==> src/rtl/core/utf8_to_utf16_decoder_core_assert.svh <==
// ---------------------------------------------------------------------------
// UTF-8 to UTF-16 decoder assertion macros
// Clocked on clk, disabled while rst_n is low.
// ---------------------------------------------------------------------------
`ifndef UTF8_TO_UTF16_DECODER_CORE_ASSERT_SVH
`define UTF8_TO_UTF16_DECODER_CORE_ASSERT_SVH

// same-cycle implication
`define U8U16_ASSERT_IMP(lbl, ante, cons) \
    lbl: assert property (@(posedge clk) disable iff (!rst_n) (ante) |-> (cons)) \
        else $error("u8u16 same-cycle check failed");

// next-cycle implication
`define U8U16_ASSERT_NXT(lbl, ante, cons) \
    lbl: assert property (@(posedge clk) disable iff (!rst_n) (ante) |=> (cons)) \
        else $error("u8u16 next-cycle check failed");

`endif

==> src/rtl/core/u8u16_pkg.sv <==
// ---------------------------------------------------------------------------
// u8u16_pkg
// Shared types and constants of the UTF-8 to UTF-16 decoder.
// ---------------------------------------------------------------------------
package u8u16_pkg;

    typedef enum logic [1:0] {
        ST_OK        = 2'd0,
        ST_BAD_BYTE  = 2'd1,
        ST_TRUNCATED = 2'd2,
        ST_BAD_POINT = 2'd3
    } status_t;

    localparam logic [20:0] MAX_POINT  = 21'h10ffff;
    localparam logic [20:0] SURR_LO    = 21'h00d800;
    localparam logic [20:0] SURR_HI    = 21'h00dfff;
    localparam logic [20:0] MIN_LEN2   = 21'h000080;
    localparam logic [20:0] MIN_LEN3   = 21'h000800;
    localparam logic [20:0] MIN_LEN4   = 21'h010000;
    localparam logic [20:0] BMP_MAX    = 21'h00ffff;
    localparam logic [15:0] HIGH_BASE  = 16'hd800;
    localparam logic [15:0] LOW_BASE   = 16'hdc00;

    // one result request
    typedef struct packed {
        logic [15:0] unit_out;
        status_t     status;
        logic        run_last;
        logic        string_end;
    } result_t;

    // decoder state carried between bytes
    typedef struct packed {
        logic [20:0] partial_point;
        logic [1:0]  bytes_missing;
        logic [2:0]  sequence_length;
        logic        discarding;
    } dec_state_t;

    // results of one byte: count (0..2) and up to two results
    typedef struct packed {
        logic [1:0] count;
        result_t    r0;
        result_t    r1;
    } step_out_t;

endpackage

==> src/rtl/core/u8u16_step.sv <==
// ---------------------------------------------------------------------------
// u8u16_step
// Per-byte decode: next state and up to two results from one byte.
// ---------------------------------------------------------------------------
module u8u16_step
(
    input  u8u16_pkg::dec_state_t cur,
    input  logic [7:0]            byte_in,
    input  logic                  string_last,
    output u8u16_pkg::dec_state_t nxt,
    output u8u16_pkg::step_out_t  res
);

    logic [20:0] pp_new;
    logic [1:0]  miss_new;
    logic [20:0] minimum;
    logic [20:0] cp_off;
    logic        lead_ok;
    logic [2:0]  lead_len;
    logic [20:0] lead_pp;

    assign pp_new   = {cur.partial_point[14:0], byte_in[5:0]};
    assign miss_new = cur.bytes_missing - 2'd1;
    assign cp_off   = pp_new - u8u16_pkg::MIN_LEN4;

    always_comb
    begin
        lead_ok  = 1'b1;
        lead_len = 3'd0;
        lead_pp  = '0;
        if (byte_in[7:5] == 3'b110)
        begin
            lead_len = 3'd2;
            lead_pp  = {16'd0, byte_in[4:0]};
        end
        else if (byte_in[7:4] == 4'b1110)
        begin
            lead_len = 3'd3;
            lead_pp  = {17'd0, byte_in[3:0]};
        end
        else if (byte_in[7:3] == 5'b11110)
        begin
            lead_len = 3'd4;
            lead_pp  = {18'd0, byte_in[2:0]};
        end
        else
        begin
            lead_ok = 1'b0;
        end
    end

    always_comb
    begin
        unique case (cur.sequence_length)
            3'd2:    minimum = u8u16_pkg::MIN_LEN2;
            3'd3:    minimum = u8u16_pkg::MIN_LEN3;
            default: minimum = u8u16_pkg::MIN_LEN4;
        endcase
    end

    always_comb
    begin
        nxt                = cur;
        res.count          = 2'd0;
        res.r0.unit_out    = '0;
        res.r0.status      = u8u16_pkg::ST_OK;
        res.r0.run_last    = 1'b1;
        res.r0.string_end  = string_last;
        res.r1.unit_out    = '0;
        res.r1.status      = u8u16_pkg::ST_OK;
        res.r1.run_last    = 1'b1;
        res.r1.string_end  = string_last;

        if (cur.discarding)
        begin
            if (string_last)
                nxt.discarding = 1'b0;
        end
        else if (cur.bytes_missing == 2'd0)
        begin
            if (!byte_in[7])
            begin
                res.count       = 2'd1;
                res.r0.unit_out = {8'd0, byte_in};
            end
            else if (!lead_ok || string_last)
            begin
                // bad lead, or a multi-byte lead as the final byte
                nxt.partial_point   = '0;
                nxt.bytes_missing   = '0;
                nxt.sequence_length = '0;
                nxt.discarding      = !string_last;
                res.count           = 2'd1;
                res.r0.status       = lead_ok ? u8u16_pkg::ST_TRUNCATED
                                              : u8u16_pkg::ST_BAD_BYTE;
            end
            else
            begin
                nxt.partial_point   = lead_pp;
                nxt.sequence_length = lead_len;
                nxt.bytes_missing   = lead_len[1:0] - 2'd1;
            end
        end
        else if ((string_last && cur.bytes_missing[1]) || byte_in[7:6] != 2'b10)
        begin
            nxt.partial_point   = '0;
            nxt.bytes_missing   = '0;
            nxt.sequence_length = '0;
            nxt.discarding      = !string_last;
            res.count           = 2'd1;
            res.r0.status       = (string_last && cur.bytes_missing[1])
                                  ? u8u16_pkg::ST_TRUNCATED : u8u16_pkg::ST_BAD_BYTE;
        end
        else if (miss_new != 2'd0)
        begin
            nxt.partial_point = pp_new;
            nxt.bytes_missing = miss_new;
        end
        else
        begin
            nxt.partial_point   = '0;
            nxt.bytes_missing   = '0;
            nxt.sequence_length = '0;
            res.count           = 2'd1;
            if (pp_new < minimum || pp_new > u8u16_pkg::MAX_POINT ||
                (pp_new >= u8u16_pkg::SURR_LO && pp_new <= u8u16_pkg::SURR_HI))
            begin
                nxt.discarding = !string_last;
                res.r0.status  = u8u16_pkg::ST_BAD_POINT;
            end
            else if (pp_new <= u8u16_pkg::BMP_MAX)
            begin
                res.r0.unit_out = pp_new[15:0];
            end
            else
            begin
                // surrogate pair, high unit first
                res.count         = 2'd2;
                res.r0.unit_out   = u8u16_pkg::HIGH_BASE + {6'd0, cp_off[19:10]};
                res.r0.run_last   = 1'b0;
                res.r1.unit_out   = u8u16_pkg::LOW_BASE + {6'd0, cp_off[9:0]};
            end
        end
    end

endmodule

==> src/rtl/core/utf8_to_utf16_decoder_core.sv <==
// ---------------------------------------------------------------------------
// utf8_to_utf16_decoder_core
// Streaming UTF-8 to UTF-16 transcoder, one byte per cycle unless stalled.
// ---------------------------------------------------------------------------
// Usage:
//   Slave side takes one UTF-8 byte per request (s_tdata), s_tlast marks the
//   final byte of a string. Master side gives one UTF-16 unit per request
//   (m_tdata) with status and a per-byte run marker in m_tuser; m_tlast
//   repeats the causing byte's string flag.
//   An accepted byte waits in the input register until the decode stage
//   advances and registers its results in the result slots. Throughput: one
//   byte per cycle while m_tready is high and each byte gives at most one
//   result; a code point above U+FFFF gives a surrogate pair, whose low unit
//   waits in the spare slot until the high unit is taken, and decode holds
//   its byte meanwhile. Bytes that finish no code point give no result.
//   Errors give one result with unit zero; the rest of that string is then
//   dropped up to and including its s_tlast byte.
//   Reset clears the decoder state and empties the input register and
//   both result slots. While a result waits with m_tready low, the slots
//   hold, decode stalls, and s_tready drops once the input register is full.
// ---------------------------------------------------------------------------
module utf8_to_utf16_decoder_core
(
    input  logic        clk,
    input  logic        rst_n,

    input  logic        s_tvalid,
    output logic        s_tready,
    input  logic [7:0]  s_tdata,   // [7:0] byte_in
    input  logic        s_tlast,   // string_last

    output logic        m_tvalid,
    input  logic        m_tready,
    output logic [15:0] m_tdata,   // [15:0] unit_out
    output logic [2:0]  m_tuser,   // [1:0] status, [2] run_last
    output logic        m_tlast    // string_end
);

    // input register
    logic                  in_valid_reg, in_valid_next;
    logic [7:0]            in_byte_reg;
    logic                  in_last_reg;

    // decoder state
    u8u16_pkg::dec_state_t state_reg, state_next;
    u8u16_pkg::step_out_t  step_res;

    // result slots: a drives the port, b holds the low surrogate
    u8u16_pkg::result_t    a_reg, a_next;
    u8u16_pkg::result_t    b_reg, b_next;
    logic                  a_valid_reg, a_valid_next;
    logic                  b_valid_reg, b_valid_next;

    logic                  pop;
    logic                  advance;

    u8u16_step u_step
    (
        .cur         (state_reg),
        .byte_in     (in_byte_reg),
        .string_last (in_last_reg),
        .nxt         (state_next),
        .res         (step_res)
    );

    assign pop      = a_valid_reg && m_tready;
    // decode moves on only if both slots will be free for its results
    assign advance  = in_valid_reg && !b_valid_reg && (!a_valid_reg || m_tready);
    assign s_tready = !in_valid_reg || advance;

    assign m_tvalid = a_valid_reg;
    assign m_tdata  = a_reg.unit_out;
    assign m_tuser  = {a_reg.run_last, a_reg.status};
    assign m_tlast  = a_reg.string_end;

    always_comb
    begin
        in_valid_next = in_valid_reg;
        if (s_tready)
            in_valid_next = s_tvalid;
    end

    always_comb
    begin
        a_next       = a_reg;
        b_next       = b_reg;
        a_valid_next = a_valid_reg;
        b_valid_next = b_valid_reg;
        if (advance)
        begin
            a_next       = step_res.r0;
            b_next       = step_res.r1;
            a_valid_next = step_res.count != 2'd0;
            b_valid_next = step_res.count == 2'd2;
        end
        else if (pop)
        begin
            if (b_valid_reg)
            begin
                a_next       = b_reg;
                b_valid_next = 1'b0;
            end
            else
            begin
                a_valid_next = 1'b0;
            end
        end
    end

    always_ff @(posedge clk or negedge rst_n)
    begin
        if (!rst_n)
        begin
            in_valid_reg <= 1'b0;
            a_valid_reg  <= 1'b0;
            b_valid_reg  <= 1'b0;
            state_reg    <= '0;
        end
        else
        begin
            in_valid_reg <= in_valid_next;
            a_valid_reg  <= a_valid_next;
            b_valid_reg  <= b_valid_next;
            if (advance)
                state_reg <= state_next;
        end
    end

    always_ff @(posedge clk)
    begin
        if (s_tvalid && s_tready)
        begin
            in_byte_reg <= s_tdata;
            in_last_reg <= s_tlast;
        end
        a_reg <= a_next;
        b_reg <= b_next;
    end

`include "utf8_to_utf16_decoder_core_assert.svh"

    `U8U16_ASSERT_IMP(a_spare_needs_head, b_valid_reg, a_valid_reg)
    `U8U16_ASSERT_IMP(a_pair_order, b_valid_reg, !a_reg.run_last && b_reg.run_last)
    `U8U16_ASSERT_IMP(a_error_zero_unit, a_valid_reg && a_reg.status != u8u16_pkg::ST_OK,
                      a_reg.unit_out == 16'd0 && a_reg.run_last)
    `U8U16_ASSERT_IMP(a_stall_on_pair, b_valid_reg && in_valid_reg, !s_tready)
    `U8U16_ASSERT_NXT(a_hold_on_stall, m_tvalid && !m_tready, m_tvalid)

endmodule

==> config.mk <==
export PLATFORM = sky130hd
export DESIGN_NAME = utf8_to_utf16_decoder_core
export DESIGN_NICKNAME = d
export VERILOG_FILES = /design/src/rtl/core/u8u16_pkg.sv /design/src/rtl/core/u8u16_step.sv /design/src/rtl/core/utf8_to_utf16_decoder_core.sv
export VERILOG_INCLUDE_DIRS = /design/src /design/src/rtl/core
export SDC_FILE = /design/constraint.sdc
export NUM_CORES = 1
export LEC_CHECK = 0
export ABC_CLOCK_PERIOD_IN_PS = 2980
export BUFFER_PORTS_ARGS = -buffer_cell sky130_fd_sc_hd__buf_2
export CAP_MARGIN = 20
export CELL_PAD_IN_SITES_DETAIL_PLACEMENT = 1
export CELL_PAD_IN_SITES_GLOBAL_PLACEMENT = 1
export CORE_MARGIN = 1
export CORE_UTILIZATION = 46
export DETAILED_ROUTE_END_ITERATION = 12
export PLACE_DENSITY = 0.83
export SLEW_MARGIN = 20
export SYNTH_ARGS = -nofsm -noshare
export SYNTH_HDL_FRONTEND = slang
export SYNTH_SLANG_ARGS = --single-unit
==> constraint.sdc <==
create_clock -name clk -period 2.98 [get_ports clk]
set_input_delay 0.298 -clock clk [delete_from_list [all_inputs] [get_ports clk]]
set_output_delay 0.298 -clock clk [all_outputs]
set_load 0.005 [all_outputs]
# --- Yosys cells after proc, flatten, opt, wreduce, memory -nomap -nowiden ---
# Cells that the tools add are included.
classes:
  order_cmp: 5
  add_sub_neg: 5
  muxes: 49
  eq_ne: 10
  reduce_logical: 27
  bitwise: 1
ops:
  columns: ["cell", "count"]
  rows:
  - ["2-to-1 mux 21 bit", 5]
  - ["2-to-1 mux 20 bit", 5]
  - ["<= comparator 21 x 16 -> 1 bit (second input constant)", 2]
  - ["one-hot mux 17 bit (2 select lines)", 1]
  - ["adder 15 x 11 -> 16 bit (first input constant)", 2]
  - ["2-to-1 mux 16 bit", 2]
  - ["greater-or-equal comparator 21 x 16 -> 1 bit (second input constant)", 1]
  - ["> comparator 21 bit (second input constant)", 1]
  - ["less-than comparator 21 x 17 -> 1 bit", 1]
  - ["subtractor 20 x 17 -> 20 bit (second input constant)", 1]
  - ["2-to-1 mux 18 bit", 1]
  - ["2-to-1 mux 2 bit", 9]
  - ["2-to-1 mux 1 bit", 17]
  - ["2-to-1 mux 17 bit", 1]
  - ["2-to-1 mux 15 bit", 1]
  - ["2-to-1 mux 3 bit", 4]
  - ["2-to-1 mux 4 bit", 2]
  - ["nonzero test 2 bit", 4]
  - ["2-to-1 mux 7 bit", 1]
  - ["equality test 3 x 2 -> 1 bit (second input constant)", 2]
  - ["logical AND 1 bit", 6]
  - ["logical OR 1 bit", 6]
  - ["OR reduction 6 bit", 1]
  - ["equality test 5 bit (second input constant)", 1]
  - ["13 further kinds", 20]
totals:
  word_cells: 112
  input_bits: 13
  register_bits: 70
  output_inout_bits: 22

# --- Depth between registers and ports, before layout ---
# Gate-level depths: netlist (run 1).
depth:
  word_depth: 12
  depth_mapped: 10
  ltp_nobuf: 9

# --- Modules after synthesis ---
# From an unflattened synthesis (run 1), not the netlist that was laid out.
unflattened:
  cells_unflattened: 322
  area_unflattened_um2: 4129.0
modules_own_cells:
  columns: ["mod", "seq_area_each_um2", "n_inst", "area_each_um2", "cells_each"]
  rows:
  - ["utf8_to_utf16_decoder_core", 2222.1, 1, 2964.1, 146]
  - ["u8u16_step", 0.0, 1, 1164.9, 176]

# --- Least setup slack after synthesis (run 1) ---
# Ideal clock, no wire load.
synth_timing:
  kind: "register to register"
  start: "register state_reg[16] in the netlist's numbering"
  end: "register a_reg, in the netlist m_tdata[5] (data pin)"
  setup_ns: 0.261
  arrival_ns: 1.998
  setup_slack_ns: 0.721
  stages_incl_launch_ff: 8
  cell_sequence: "dfrtp_1 inv_1 ha_1 or4b_1 mux2_4 nor2b_2 buf_6 a221o_1"
synth_rtl:
  columns: ["item", "line_no", "source"]
  rows:
  - ["from (decl)", "utf8_to_utf16_decoder_core.sv:45", "u8u16_pkg::dec_state_t state_reg, state_next;"]
  - ["from (signal assigned)", "utf8_to_utf16_decoder_core.sv:125", "state_reg <= state_next;"]
  - ["to (signal assigned)", "utf8_to_utf16_decoder_core.sv:136", "a_reg <= a_next;"]
  - ["to (decl)", "utf8_to_utf16_decoder_core.sv:49", "u8u16_pkg::result_t a_reg, a_next;"]

==> flow_metrics.env, run 1 <==
export IMPL_synth_ff_type="edfxtp_1"
export IMPL_post_cts_setup_buffers=0
export IMPL_io_buffers=34
export IMPL_net_switching_power_w=0.000938
export IMPL_fin_nets=341
export IMPL_hold_path_class="in -> reg"
export IMPL_synth_edf_count=41
export IMPL_layout_common_cells="41 x edfxtp_1, 40 x nand2_1, 34 x buf_2"
export IMPL_skew_ps=10.3
export IMPL_clock_fmax_mhz=393
export IMPL_rows=29
export IMPL_fin_crit_sh=0.855
export IMPL_synthDistinctLibCells=47
export IMPL_die_x_um=84.3
export IMPL_core_mm2=0.00646
export IMPL_drtIter0Drc=143
export IMPL_ctsHtreeMaxLevel=3
export IMPL_dp_hpwl_mm=5.71
export IMPL_clkLatencyLatePin_ps=350
export IMPL_ir_drop_mv=0.394
export IMPL_critical_path_max_stage_delay_ps=480
export IMPL_synth_area_per_cell_um2=11.3
export IMPL_track_usage=0.241
export IMPL_dp_slack_ps=433
export IMPL_grt_max_degree=25
export IMPL_gp_congestion=0.854
export IMPL_crit_path_start_kind="register"
export IMPL_syn_area_mm2=0.00312
export IMPL_fin_util=0.560
export IMPL_cp_required_ps=3190
export IMPL_end_kind="register"
export IMPL_timing_final_crit_period_ps=2550
export IMPL_finalHoldViolCount=0
export IMPL_violations="design-rule violations"
export IMPL_syn_inst=277
export IMPL_p_seq_frac=0.450
export IMPL_mostFrequentLayoutCell="edfxtp_1"
export IMPL_cts_tree="yes"
export IMPL_die_h_um=84.3
export IMPL_grt_pass1_wl_mm=12.7
export IMPL_p_clk_frac=0.279
export IMPL_report_power_total_w=0.00288
export IMPL_ys_ff_latch=65
export IMPL_setup_tns_ps=0
export IMPL_slew_violations=0
export IMPL_slew_headroom=0.600
export IMPL_antennaDiodeCount=0
export IMPL_crit_chain="inv_1, ha_1, a21oi_1, nand4b_1, or3_1, o32ai_2, a221o_1"
export IMPL_clk_pin_slew_worst_paths_ps=70
export IMPL_syn_num_nets=295
export IMPL_vias_per_cell=6.02
export IMPL_fin_ws_ps=433
export IMPL_cts_made_buffers=9
export IMPL_cts_sinks=65
export IMPL_totalWireLength_mm=7.80
export IMPL_dieArea_mm2=0.00711
export IMPL_largest_reg_flops=21
export IMPL_post_route_drc_count=10
export IMPL_start_util=0.483
export IMPL_p_int_w=0.00195
export IMPL_critPathMaxFanout=7
export IMPL_root_buffer="clkbuf_8"
export IMPL_async_reset_ff_frac=0.369
export IMPL_detail_route_antenna_nets=0
export IMPL_power_density_mw_per_mm2=797
export IMPL_drv_cap=0
export IMPL_io_pins=35
export IMPL_synth_warnings=0
export IMPL_worst_pin_slew_ps=598
export IMPL_p_leak_nw=1.50
export IMPL_status="finished with violations"
export IMPL_p_comb_frac=0.271
export IMPL_yosysSeqAreaShare=0.587
export IMPL_worstSetupPathType="reg -> reg"
export IMPL_clockBufferDepth=2
export IMPL_critPathArrivalTime_ps=2760
export IMPL_swShare=0.325
export IMPL_rsz0062_at_grt="no"
export IMPL_firstDrtPassIters=8
export IMPL_routedWlPerCell_um=19.3
export IMPL_area_growth_pct=16.1
export IMPL_grt_ovfl_total=0
export IMPL_cpMaxStageDelayCell="o32ai_2"
export IMPL_antenna_found_initial=0
export IMPL_grt_pass1_vias=2542
export IMPL_drive_gt1_frac=0.210
export IMPL_finalSetupViolCount=0
export IMPL_via_count=2437
critical path, delay by kind of cell (launching register included):
family,cells,cell delay (ps)
buffers and inverters,1,90
DFF,1,390
AOI/OAI and AO/OA,3,1020
adders and majority gates,1,280
and+or+nand+nor,2,640
cell usage after synthesis, drive strengths merged (2+ instances only):
master	number	area (um2)
clkbuf	5	18.8
a22o	7	61.3
nor3	6	30.0
ha	5	62.6
a21oi	7	35.0
nand4	6	43.8
inv	9	33.8
o21ai	20	100
nand2b	3	18.8
buf	6	48.8
nor4	4	46.3
nand2	40	150
nor2	16	60.1
nor4b	2	17.5
o41ai	2	17.5
o22ai	4	25.0
mux2i	4	40.0
a221o	6	60.1
mux2	3	37.5
nor2b	4	27.5
edfxtp	41	1230
nand3	15	75.1
and2	19	119
or4	2	15.0
a31oi	2	12.5
dfrtp	24	601
final timing paths:
check                                   from             end  slack [ps]  cells past startpoint
worst min register to register  state_reg[2]    state_reg[2]         520                      1
worst max register to register  state_reg[5]      m_tdata[4]         430                      7
max in group asynchronous              rst_n   state_reg[16]        2120                      2
worst max-delay path            state_reg[5]      m_tdata[4]         430                      7
min in group asynchronous              rst_n     b_valid_reg         470                      2
worst min-delay path              s_tdata[3]  in_byte_reg[3]         120                      1
logic make-up (layout without fill, tap and decap cells):
family          Yosys count  count (layout)  share of synthesized area
flops                    65              65                      0.587
buf+inv                  20              71                     0.0325
mux                       7               7                     0.0249
xor+xnor                  1               1                    0.00281
fa+ha+maj                 5               5                     0.0201
compound gates           56              56                      0.124
simple gates            123             123                      0.208
area by class of cell:
cell class / count / area (um2)
well taps: 77 / 96.3
multi-input cells: 192 / 1180
repair buffers: 46 / 263
flip-flops and latches: 65 / 1830
fillers: 700 / 2840
inverters: 9 / 33.8
clock inverters: 6 / 82.6
clock buffers: 10 / 128
metrics by stage:
step | instances | cell area [um2] | hold WS, ps
2_1_floorplan | 277 | 3120 | 2.41
3_3_place_gp | 388 | 3400 | 318
3_5_place_dp | 388 | 3400 | 320
4_1_cts | 405 | 3620 | 107
5_1_grt | 405 | 3620 | 101
6_report | 405 | 3620 | 125
power groups by stage:
stage,Clock (W),Sequential (W),Combinational (W)
after CTS,0.000825,0.00130,0.000783
after global routing,0.000861,0.00132,0.000866
after floorplan,0,0.00130,0.000467
after detailed placement,0,0.00132,0.000776
after global placement,0,0.00130,0.000746
final,0.000805,0.00130,0.000781
routing by layer:
metal / global-route usage / part of all wire / vias to the layer above
met4: 0.125 / 0.018 / 0
met5: 0 / 0 / -
met2: 0.395 / 0.50 / 84
met3: 0.0600 / 0.056 / 15
met1: 0.297 / 0.43 / 1220
li1: - / - / 1118
timing repair:
action                                 4_1_cts  5_1_grt
hold buffers                                 1        0
gates resized for setup                      0        0
setup endpoints to repair                    0        0
endpoints found under the hold margin       24        0
Power figures use the tool's default switching activity.
==> run 2, diff against run 1 <==
- CORE_UTILIZATION: 46 -> 45
- PLACE_DENSITY: 0.83 -> 0.81
==> flow_metrics.env, run 2 (synthesized netlist as in run 1, its figures left out) <==
export IMPL_status="finished clean"
export IMPL_holdWs_ps=124
export IMPL_rsz0062_at_grt="no"
export IMPL_p_int_w=0.00191
export IMPL_p_clk_frac=0.267
export IMPL_root_buffer="clkbuf_8"
export IMPL_dp_slack_ps=455
export IMPL_drv_cap=0
export IMPL_cts_resized=0
export IMPL_hold_end="in_byte_reg[1]"
export IMPL_hold_path_depth=1
export IMPL_worstSetupPathType="reg -> reg"
export IMPL_report_power_total_w=0.00283
export IMPL_largest_reg_flops=21
export IMPL_end_kind="register"
export IMPL_timing_final_crit_period_ps=2600
export IMPL_grt_met1_usage=0.305
export IMPL_seqCellArea_mm2=0.00183
export IMPL_finalSetupViolCount=0
export IMPL_grt_pass1_wl_mm=12.6
export IMPL_slew_violations=0
export IMPL_grt_pass1_vias=2484
export IMPL_worstHoldStart="s_tdata[1]"
export IMPL_drive_gt1_frac=0.210
export IMPL_multi_input_comb_area_mm2=0.00118
export IMPL_firstDrtPassIters=4
export IMPL_crit_path_start_kind="register"
export IMPL_net_switching_power_w=0.000914
export IMPL_finalHoldViolCount=0
export IMPL_antennaDiodeCount=0
export IMPL_critPathMaxFanout=6
export IMPL_grt_ovfl_total=0
export IMPL_regToRegEndpoint="m_tdata[1]"
export IMPL_p_seq_frac=0.458
export IMPL_fin_crit_sh=0.873
export IMPL_layout_common_cells="41 x edfxtp_1, 40 x nand2_1, 34 x buf_2"
export IMPL_power_density_mw_per_mm2=783
export IMPL_detail_route_antenna_nets=0
export IMPL_fin_ws_ps=380
export IMPL_die_x_um=85.2
export IMPL_mostFrequentLayoutCell="edfxtp_1"
export IMPL_r2r_worst_path_cells=8
export IMPL_clockBufferDepth=2
export IMPL_skew_ps=5.48
export IMPL_cts_tree="yes"
export IMPL_io_pins=35
export IMPL_clkLatencyLatePin_ps=340
export IMPL_regToRegSetupSlack_ps=380
export IMPL_rows=29
export IMPL_totalWireLength_mm=7.63
export IMPL_area_growth_pct=15.7
export IMPL_p_leak_nw=1.50
export IMPL_p_comb_frac=0.275
export IMPL_ir_drop_mv=0.359
export IMPL_cts_sinks=65
export IMPL_worstSetupStartpoint="state_reg[16]"
export IMPL_start_util=0.477
export IMPL_drtIter0Drc=125
export IMPL_setup_tns_ps=0
export IMPL_use_met2=0.375
export IMPL_swShare=0.324
export IMPL_core_mm2=0.00653
export IMPL_met3_usage=0.0409
export IMPL_fin_nets=341
export IMPL_routedWlPerCell_um=18.8
export IMPL_dp_hpwl_mm=5.56
export IMPL_cp_required_ps=3070
export IMPL_io_buffers=34
export IMPL_grt_max_degree=25
export IMPL_gp_congestion=0.843
export IMPL_via_count=2439
export IMPL_clk_pin_slew_worst_paths_ps=70
export IMPL_worst_pin_slew_ps=581
export IMPL_vias_per_cell=6.02
export IMPL_die_h_um=85.2
export IMPL_antenna_found_initial=0
export IMPL_track_usage=0.232
export IMPL_n_fill_cell=722
export IMPL_slew_headroom=0.612
export IMPL_cts_made_buffers=9
export IMPL_clock_fmax_mhz=385
export IMPL_critPathArrivalTime_ps=2690
export IMPL_ctsHtreeMaxLevel=3
export IMPL_worstReg2RegStart="state_reg[16]"
export IMPL_post_route_drc_count=0
export IMPL_grt_busiest_layer="met2"
export IMPL_hold_path_class="in -> reg"
export IMPL_dieArea_mm2=0.00727
run 2: cell types whose count changed in the layout (fill, tap and decap cells not counted), sizes merged:
cell,before,now
clkbuf,10,13
bufinv,2,1
clkinvlp,2,0
run 2: through the flow:
stage | util | cell area, um2 | std cells
6_report | 0.552 | 3610 | 405
5_1_grt | 0.552 | 3610 | 405
4_1_cts | 0.552 | 3610 | 405
3_5_place_dp | 0.520 | 3400 | 388
3_3_place_gp | 0.520 | 3400 | 388
2_1_floorplan | - | 3120 | 277
run 2: cell type report:
class	instances	share of cell area
inverters	9	0.00937
repair buffers	46	0.0728
flip-flops and latches	65	0.508
clock buffers	13	0.0441
well taps	77	0.0267
clock inverters	3	0.0108
multi-input cells	192	0.328
run 2: routing by layer:
layer | wire, um | part of all wire | vias to the layer above
li1 | - | - | 1117
met1 | 3350 | 0.44 | 1217
met2 | 3690 | 0.48 | 85
met3 | 432 | 0.057 | 20
met4 | 157 | 0.021 | 0
met5 | 0 | 0 | -
run 2: worst max-delay path, cell delays in order, from the launching register on:
cell and delay [ps]:
dfrtp_1 460, inv_1 120, ha_1 220, or4b_1 480, nor3_1 160, mux2i_1 130, nand2_1 230, o32ai_2 190
a221o_1 350
run 2: power by group through the flow:
stage          Clock (W)  Sequential (W)  Combinational, W
2_1_floorplan          0         0.00130          0.000467
3_3_place_gp           0         0.00130          0.000749
3_5_place_dp           0         0.00131          0.000773
4_1_cts         0.000760         0.00129          0.000784
5_1_grt         0.000800         0.00131          0.000867
6_report        0.000754         0.00129          0.000778
run 2: timing repair:
action,CTS,global route
endpoints found under the hold margin,24,0
hold buffers,1,0
buffers inserted,0,0
run 2: worst max path at each step:
| stage | endpoint | depth (start not counted) |
|---|---|---|
| floorplan | m_tdata[5] | 7 |
| global placement | m_tdata[4] | 8 |
| detailed placement | m_tdata[1] | 8 |
| CTS | m_tdata[1] | 7 |
| global route | m_tdata[1] | 7 |
| finish | m_tdata[1] | 8 |
